### src/rtl/mpl_pkg.sv
// Shared widths, constants and types of the mirrored piecewise-linear lookup.
package mpl_pkg;

  localparam int POS_W  = 17;  // Q1.16 positions and fractions
  localparam int VAL_W  = 32;  // Q16.16 values
  localparam int PIDX_W = 4;   // slot field of a write word
  localparam int CNT_W  = 5;   // point count register
  localparam int IDX_W  = 6;   // slot number carried in a token, covers the largest table

  localparam int DEF_MAX_POINTS = 16;
  localparam int DEF_LEN_BITS   = 12;

  // Shared divider: remainder width, quotient width and step counter width.
  localparam int DIV_W  = 18;
  localparam int QUO_W  = 32;
  localparam int STEP_W = 6;
  localparam int PROD_W = VAL_W + POS_W;

  localparam logic [STEP_W-1:0] FRAC_STEPS   = STEP_W'(POS_W);
  localparam logic [STEP_W-1:0] INTERP_STEPS = STEP_W'(QUO_W);

  localparam logic [POS_W-1:0] ONE_Q16     = POS_W'(65536);
  localparam logic [CNT_W-1:0] COUNT_RESET = CNT_W'(2);

  localparam logic ACT_WRITE = 1'b0;
  localparam logic ACT_QUERY = 1'b1;

  // Search token that walks along the row of breakpoint cells.
  typedef struct packed {
    logic             valid;
    logic [POS_W-1:0] frac;
    logic             lo_ok;
    logic [IDX_W-1:0] lo_idx;
    logic [POS_W-1:0] lo_pos;
    logic [VAL_W-1:0] lo_val;
    logic             hi_ok;
    logic [IDX_W-1:0] hi_idx;
    logic [POS_W-1:0] hi_pos;
    logic [VAL_W-1:0] hi_val;
  } token_t;

  // Load word for the shared restoring divider.
  typedef struct packed {
    logic [DIV_W-1:0]  rem_init;
    logic [QUO_W-1:0]  low;
    logic [DIV_W-1:0]  divisor;
    logic [STEP_W-1:0] steps;
  } div_req_t;

endpackage

### src/rtl/mpl_div.sv
// Restoring divider, one quotient bit per cycle, shared by the fraction and the interpolation.
module mpl_div import mpl_pkg::*; (
  input  logic             clk,
  input  logic             rst,
  input  logic             start,
  input  div_req_t         req,
  output logic             done,
  output logic [QUO_W-1:0] quot
);

  logic [DIV_W-1:0]  rem;
  logic [QUO_W-1:0]  shreg;
  logic [DIV_W-1:0]  divisor;
  logic [STEP_W-1:0] steps;
  logic [STEP_W-1:0] cnt;
  logic              busy;
  logic [DIV_W:0]    trial;
  logic [DIV_W:0]    diff;
  logic              ge;

  assign trial = {rem, shreg[QUO_W-1]};
  assign ge    = trial >= {1'b0, divisor};
  assign diff  = trial - {1'b0, divisor};

  always_ff @(posedge clk) begin
    if (start) begin
      rem     <= req.rem_init;
      shreg   <= req.low;
      divisor <= req.divisor;
      steps   <= req.steps;
      quot    <= '0;
    end else if (busy) begin
      rem   <= ge ? diff[DIV_W-1:0] : trial[DIV_W-1:0];
      shreg <= {shreg[QUO_W-2:0], 1'b0};
      quot  <= {quot[QUO_W-2:0], ge};
    end
  end

  always_ff @(posedge clk) begin
    if (rst) begin
      busy <= 1'b0;
      done <= 1'b0;
      cnt  <= '0;
    end else begin
      done <= 1'b0;
      if (start) begin
        busy <= 1'b1;
        cnt  <= '0;
      end else if (busy) begin
        cnt <= cnt + STEP_W'(1);
        if (cnt == steps - STEP_W'(1)) begin
          busy <= 1'b0;
          done <= 1'b1;
        end
      end
    end
  end

endmodule

### config.mk
export PLATFORM = sky130hd
export DESIGN_NAME = mpl_div
export DESIGN_NICKNAME = d
export VERILOG_FILES = /design/src/rtl/mpl_pkg.sv /design/src/rtl/mpl_div.sv
export SDC_FILE = /design/constraint.sdc
export NUM_CORES = 1
export LEC_CHECK = 0
export BUFFER_PORTS_ARGS = -buffer_cell sky130_fd_sc_hd__buf_2
export CAP_MARGIN = 40
export CORE_MARGIN = 1.5
export CORE_UTILIZATION = 50
export CTS_CLUSTER_DIAMETER = 40
export DETAILED_ROUTE_END_ITERATION = 7
export PLACE_DENSITY = 0.76
export SYNTH_ARGS = -nofsm -noshare
export SYNTH_HDL_FRONTEND = slang
export SYNTH_SLANG_ARGS = --single-unit
### constraint.sdc
create_clock -name clk -period 2.6 [get_ports clk]
set_input_delay 0.26 -clock clk [delete_from_list [all_inputs] [get_ports clk]]
set_output_delay 0.26 -clock clk [all_outputs]
set_load 0.01 [all_outputs]
==> results_dict.tcl, run 1 <==
set metrics [dict create \
    internal-power_uw 4330 \
    swShare 0.282 \
    power.share.clock 0.355 \
    tns_ns -1.71 \
    synth_cell_type_count 48 \
    dpl_cell_area_um2 6470 \
    crit_type "reg2reg" \
    combPwrFrac 0.270 \
    ff_latch_area_um2 3020 \
    synth_fa_ha_area_frac 0.0490 \
    synth_cells 477 \
    initial_utilization 0.511 \
    hpwlAfterDp_um 8220 \
    final_util 0.684 \
    nFillCells 799 \
    grt_pass1_vias 4123 \
    synth_edf_count 74 \
    cp_max_fo 5 \
    pre_cts_ws_ns -0.265 \
    place.port_buffers 109 \
    hold_viol_final 0 \
    synth_area_per_cell_um2 11.6 \
    synth_area_um2 5510 \
    cap_violations 0 \
    ys_seq_area_frac 0.549 \
    synth_fp_nets 575 \
    cp.arrival_ns 3.11 \
    drc 0 \
    whs_path_depth 2 \
    synthArstFlopShare 0 \
    rsz0062_at_grt "yes" \
    period_needed_ns 2.74 \
    clk_latency_ns 0.52 \
    finalMaxSlewViolations 0 \
    power_frac_seq 0.375 \
    p_per_area_nw_per_um2 817 \
    grt-ovfl-total 0 \
    yosysMostFrequentCell "edfxtp_1" \
    outcome "finished with violations" \
    vdd_drop_max_mv 0.637 \
    num_rows 38 \
    yosysWarnings 0 \
    start_kind "flop" \
    core-area_um2 10800 \
    synthFlopType "edfxtp_1" \
    antenna_found_initial 1 \
    cts-buffers-inserted 17 \
    vias 4128 \
    drt_iter0_markers 158 \
    setup_ws_ns -0.139 \
    tightest_slew_ns 0.592 \
    routed_wirelength_um 12100 \
    cts_max_path_buffers 2 \
    synth_top_family_by_area "multiplexers" \
    dieArea_um2 11700 \
    r2r_cells 9 \
    relSlewSlack 0.605 \
    vias_per_cell 5.17 \
    dieWidth_um 108 \
    clkSinkCount 114 \
    yosys.area_share.simple 0.0992 \
    fin_skew_ns 0.00824 \
    hp-class "in2reg" \
    grt_usage 0.217 \
    violations "negative setup slack" \
    wl_per_cell_um 15.1 \
    worstHoldStart "req[24]" \
    holdPathEnd "shreg[0]$_SDFFCE_PN0P_" \
    synth_top_area_frac 0.403 \
    holdWs_ns 0.0367 \
    rrSetupSlack_ns -0.14 \
    p_switching_uw 1700 \
    layout-drive-gt1-share 0.347 \
    synthToLayoutAreaGrowth_pct 34.0 \
    first_pass_iters 4 \
    design_area_um2 7380 \
    max_clock_freq_mhz 365 \
    grt_max_degree 52 \
    grt_pass1_wl_um 19200 \
    htreeDepth 4 \
    synth_common_cells "74 x edfxtp_1, 47 x nor2_1, 40 x dfxtp_1" \
    setup_violations 18 \
    die_h_um 108 \
    ioPinCount 110 \
    tritoncts "built" \
    ys_ff_latch 114 \
    synth_xor_area_frac 0.0429 \
    final_nets 744 \
    gp_congestion 0.876 \
    clock-root-buffer "clkbuf_8" \
    cp.required_ns 2.97 \
    antenna_left 0 \
    min_period_over_period 1.05 \
    slowest_stage "or4b_4" \
    synth_compound_area_frac 0.0872 \
    rr_endpoint "rem[14]$_DFFE_PP_" \
    multi_input_area_um2 2400 \
    crit_path_max_incr_delay_ns 0.49 \
    p_leak_uw 0.00316 \
    synth_mux_area_frac 0.136 \
    endpoint_kind "flop" \
    yosys-top-cells-area "edfxtp_1 40%, dfxtp_1 15%, mux2i_1 6.9%" \
    crit_chain "ha_4, nand4_1, or4b_4, or4_4, o211ai_4, nor2_4, buf_6, or3b_1, a2bb2oi_1" \
    reg2reg_from "rem[3]$_DFFE_PP_" \
    synth_top_area_cell "edfxtp_1" \
    clk_pin_slew_ns 0.06 \
]
worst max path at each step:
stage / from / to / slack (ns) / depth (start not counted)
after floorplan: rem[4]$_DFFE_PP_ / rem[15]$_DFFE_PP_ / -0.008 / 9
final: rem[3]$_DFFE_PP_ / rem[14]$_DFFE_PP_ / -0.14 / 9
after global placement: rem[5]$_DFFE_PP_ / rem[15]$_DFFE_PP_ / -0.16 / 9
after CTS: rem[5]$_DFFE_PP_ / rem[14]$_DFFE_PP_ / -0.10 / 9
after detailed placement: rem[5]$_DFFE_PP_ / rem[15]$_DFFE_PP_ / -0.27 / 10
after global routing: rem[5]$_DFFE_PP_ / rem[16]$_DFFE_PP_ / -0.26 / 11
routing by layer:
layer | track usage | part of all wire | vias up
met1 | 0.251 | 0.44 | 1941
li1 | - | - | 2063
met2 | 0.362 | 0.49 | 109
met3 | 0.0880 | 0.061 | 15
met5 | 0 | 0 | -
met4 | 0.0780 | 0.013 | 0
cell type report:
cell class | instances | area share
tap | 140 | 0.0237
antenna | 1 | 0.000339
clock buffer | 20 | 0.0576
sequential | 114 | 0.410
timing repair buffer | 175 | 0.154
multi-input combinational | 312 | 0.326
inverter | 26 | 0.0132
clock inverter | 11 | 0.0156
cells in the final DEF (no fill, tap or decap), drive strengths merged, types with 3 or more instances in the layout:
| cell type | instances |
|---|---|
| buf | 150 |
| edfxtp | 74 |
| nor2 | 48 |
| dfxtp | 40 |
| mux2i | 38 |
| mux2 | 33 |
| a21oi | 33 |
| inv | 26 |
| dlygate4sd3 | 25 |
| nand2 | 25 |
| clkbuf | 20 |
| ha | 20 |
| xor2 | 17 |
| o21ai | 15 |
| nand3 | 10 |
| xnor2 | 10 |
| nand4 | 8 |
| clkinv | 8 |
| o311ai | 7 |
| nand2b | 4 |
| o211ai | 4 |
| nor3 | 4 |
| o21bai | 3 |
| a211oi | 3 |
| a2bb2oi | 3 |
per-stage QoR:
| step | power [uW] | std cells |
|---|---|---|
| 2_1_floorplan | 3250 | 477 |
| 3_3_place_gp | 3710 | 735 |
| 3_5_place_dp | 3760 | 735 |
| 4_1_cts | 6010 | 796 |
| 5_1_grt | 6320 | 798 |
| 6_report | 6030 | 799 |
critical path: cells and delay by family (launching register included):
family	cells	cell delay, ns
AO/OA/AOI/OAI	2	0.24
adder cells (fa/ha/maj)	1	0.29
buffers and inverters	1	0.14
flip-flops	1	0.44
AND/OR/NAND/NOR	5	1.48
sequential cells by signal (all words and copies together) (netlist names):
register,count
busy,1
cnt,6
divisor,18
done,1
quot,32
rem,18
shreg,32
steps,6
power by group through the flow:
| stage | clock (uW) | combinational, uW | sequential, uW |
|---|---|---|---|
| after CTS | 2170 | 1580 | 2260 |
| after global placement | 0 | 1430 | 2280 |
| after detailed placement | 0 | 1470 | 2290 |
| after global routing | 2260 | 1790 | 2280 |
| after floorplan | 0 | 991 | 2250 |
| final | 2140 | 1630 | 2260 |
timing repair:
item                       4_1_cts  5_1_grt
setup buffers                    6        2
hold buffers                    25        0
gates resized for setup         11        9
pin swaps                       14        3
hold endpoints to repair        25        0
setup endpoints to repair       18       19
kinds of logic after synthesis:
family	Yosys count
DFF	114
muxes	71
xor gates and xnor gates	27
AOI/OAI and AO/OA	77
buffers and inverters	51
adders and majority gates	21
and+or+nand+nor	116
Power figures use the tool's default switching activity.
==> run 2, diff against run 1 <==
--- a/config.mk
+++ b/config.mk
@@ -11,7 +11,7 @@
 export CORE_UTILIZATION = 50
 export CTS_CLUSTER_DIAMETER = 40
 export DETAILED_ROUTE_END_ITERATION = 7
-export PLACE_DENSITY = 0.76
+export PLACE_DENSITY = 0.85
 export SYNTH_ARGS = -nofsm -noshare
 export SYNTH_HDL_FRONTEND = slang
 export SYNTH_SLANG_ARGS = --single-unit
==> results_dict.tcl, run 2 (same netlist as run 1, synthesis figures left out) <==
set metrics [dict create \
    violations "negative setup slack" \
    hpwlAfterDp_um 8610 \
    grt_max_degree 61 \
    grt_pass1_wl_um 21200 \
    clk_latency_ns 0.51 \
    place.port_buffers 109 \
    first_pass_iters 4 \
    slowest_stage "nor4_1" \
    final_cell_mix "108 x buf_2, 74 x edfxtp_1, 50 x buf_4, 47 x nor2_1, 39 x dfxtp_1" \
    vias_per_cell 5.39 \
    gp_congestion 0.898 \
    clock-root-buffer "clkbuf_8" \
    p_per_area_nw_per_um2 837 \
    dieWidth_um 108 \
    initial_utilization 0.511 \
    cp.arrival_ns 3.07 \
    outcome "finished with violations" \
    final_util 0.711 \
    wl_per_cell_um 16.9 \
    routed_wirelength_um 13800 \
    clk_pin_slew_ns 0.06 \
    cpMostUsedCell "buf_4" \
    hold_viol_final 0 \
    holdWs_ns 0.0310 \
    cts_max_path_buffers 2 \
    cts-buffers-inserted 17 \
    hp-class "in2reg" \
    layout-drive-gt1-share 0.390 \
    grt_usage 0.237 \
    diodes 0 \
    stdcell_count 815 \
    setup_violations 18 \
    drt_iter0_markers 255 \
    tritoncts "built" \
    relSlewSlack 0.633 \
    cp.required_ns 2.86 \
    synthToLayoutAreaGrowth_pct 39.3 \
    crit_type "reg2reg" \
    endpoint_kind "flop" \
    final_nets 760 \
    drc 0 \
    crit_chain "ha_4, buf_4, a21oi_1, nand2_1, o21ai_1, buf_4, buf_4, nor2_1, nor4_1, xnor2_1, a21o_1" \
    top_regs "quot (32), shreg (32)" \
    min_period_over_period 1.08 \
    finalMaxSlewViolations 0 \
    dp.cells 744 \
    tightest_slew_ns 0.549 \
    die_h_um 108 \
    cp_max_fo 4 \
    grt_pass1_vias 4550 \
    period_needed_ns 2.81 \
    vias 4396 \
    num_rows 38 \
    grt-ovfl-total 0 \
    antenna_left 0 \
    final_common_cell "buf_2" \
    core-area_um2 10800 \
    htreeDepth 4 \
    pre_cts_ws_ns -0.312 \
    dieArea_um2 11700 \
    setup_ws_ns -0.209 \
    vdd_drop_max_mv 0.677 \
    fin_skew_ns 0.0160 \
    rsz0062_at_grt "yes" \
    clkSinkCount 114 \
    crit_path_max_incr_delay_ns 0.46 \
    start_kind "flop" \
    max_clock_freq_mhz 356 \
    antenna_found_initial 0 \
    p_leak_uw 0.00329 \
    cap_violations 0 \
    p_total_uw 6420 \
    ioPinCount 110 \
]
[run 2: changes by cell type in the layout (fill, tap and decap cells not counted), sizes merged]
cell,change
clkinvlp,-1
bufinv,-2
clkbuf,+6
inv,+2
buf,+16
diode,-1
clkinv,-4
[run 2: timing repair]
action | CTS | global route
setup buffers | 6 | 9
pin swaps | 8 | 12
hold buffers | 25 | 0
resized for setup | 23 | 23
setup endpoints to repair | 19 | 19
hold endpoints to repair | 25 | 0
[run 2: worst paths after layout]
path | depth (start not counted) | start | endpoint | slack, ns
worst max-delay path | 11 | rem[3]$_DFFE_PP_ | rem[17]$_DFFE_PP_ | -0.21
worst min-delay path | 2 | req[24] | shreg[0]$_SDFFCE_PN0P_ | 0.03
worst max register to register | 11 | rem[3]$_DFFE_PP_ | rem[17]$_DFFE_PP_ | -0.21
worst min register to register | 2 | quot[31]$_SDFFE_PP0P_ | quot[31]$_SDFFE_PP0P_ | 0.52
[run 2: power by group]
part           switching [uW]  internal (uW)  total (uW)
Clock                     799           1390        2190
Combinational             978            988        1970
Sequential                110           2160        2270
[run 2: final cells by class]
cell class | instances | area, um^2
clock inverter | 6 | 40.0
fill | 695 | 3120
sequential | 114 | 3020
clock buffer | 26 | 532
inverter | 26 | 97.6
multi-input combinational | 312 | 2510
timing repair buffer | 191 | 1290
tap | 140 | 175
[run 2: routing by layer]
metal | global-route usage | share of wire
met1 | 0.270 | 0.40
met2 | 0.407 | 0.51
met3 | 0.0735 | 0.058
met4 | 0.111 | 0.031
met5 | 0 | 0
[run 2: metrics by stage]
stage               area [um^2]  setup TNS (ns)
global route               7670           -2.56
global placement           6540           -1.37
floorplan                  5570        -0.00814
finish                     7670           -1.79
detailed placement         6540           -3.27
CTS                        7500          -0.693
[run 2: critical path: cells and delay by family (launching register included)]
| family | cells | cell delay (ns) |
|---|---|---|
| DFF | 1 | 0.45 |
| AOI/OAI and AO/OA | 3 | 0.65 |
| adders and majority gates | 1 | 0.27 |
| buffers and inverters | 3 | 0.40 |
| and+or+nand+nor | 3 | 0.63 |
| xor gates and xnor gates | 1 | 0.16 |
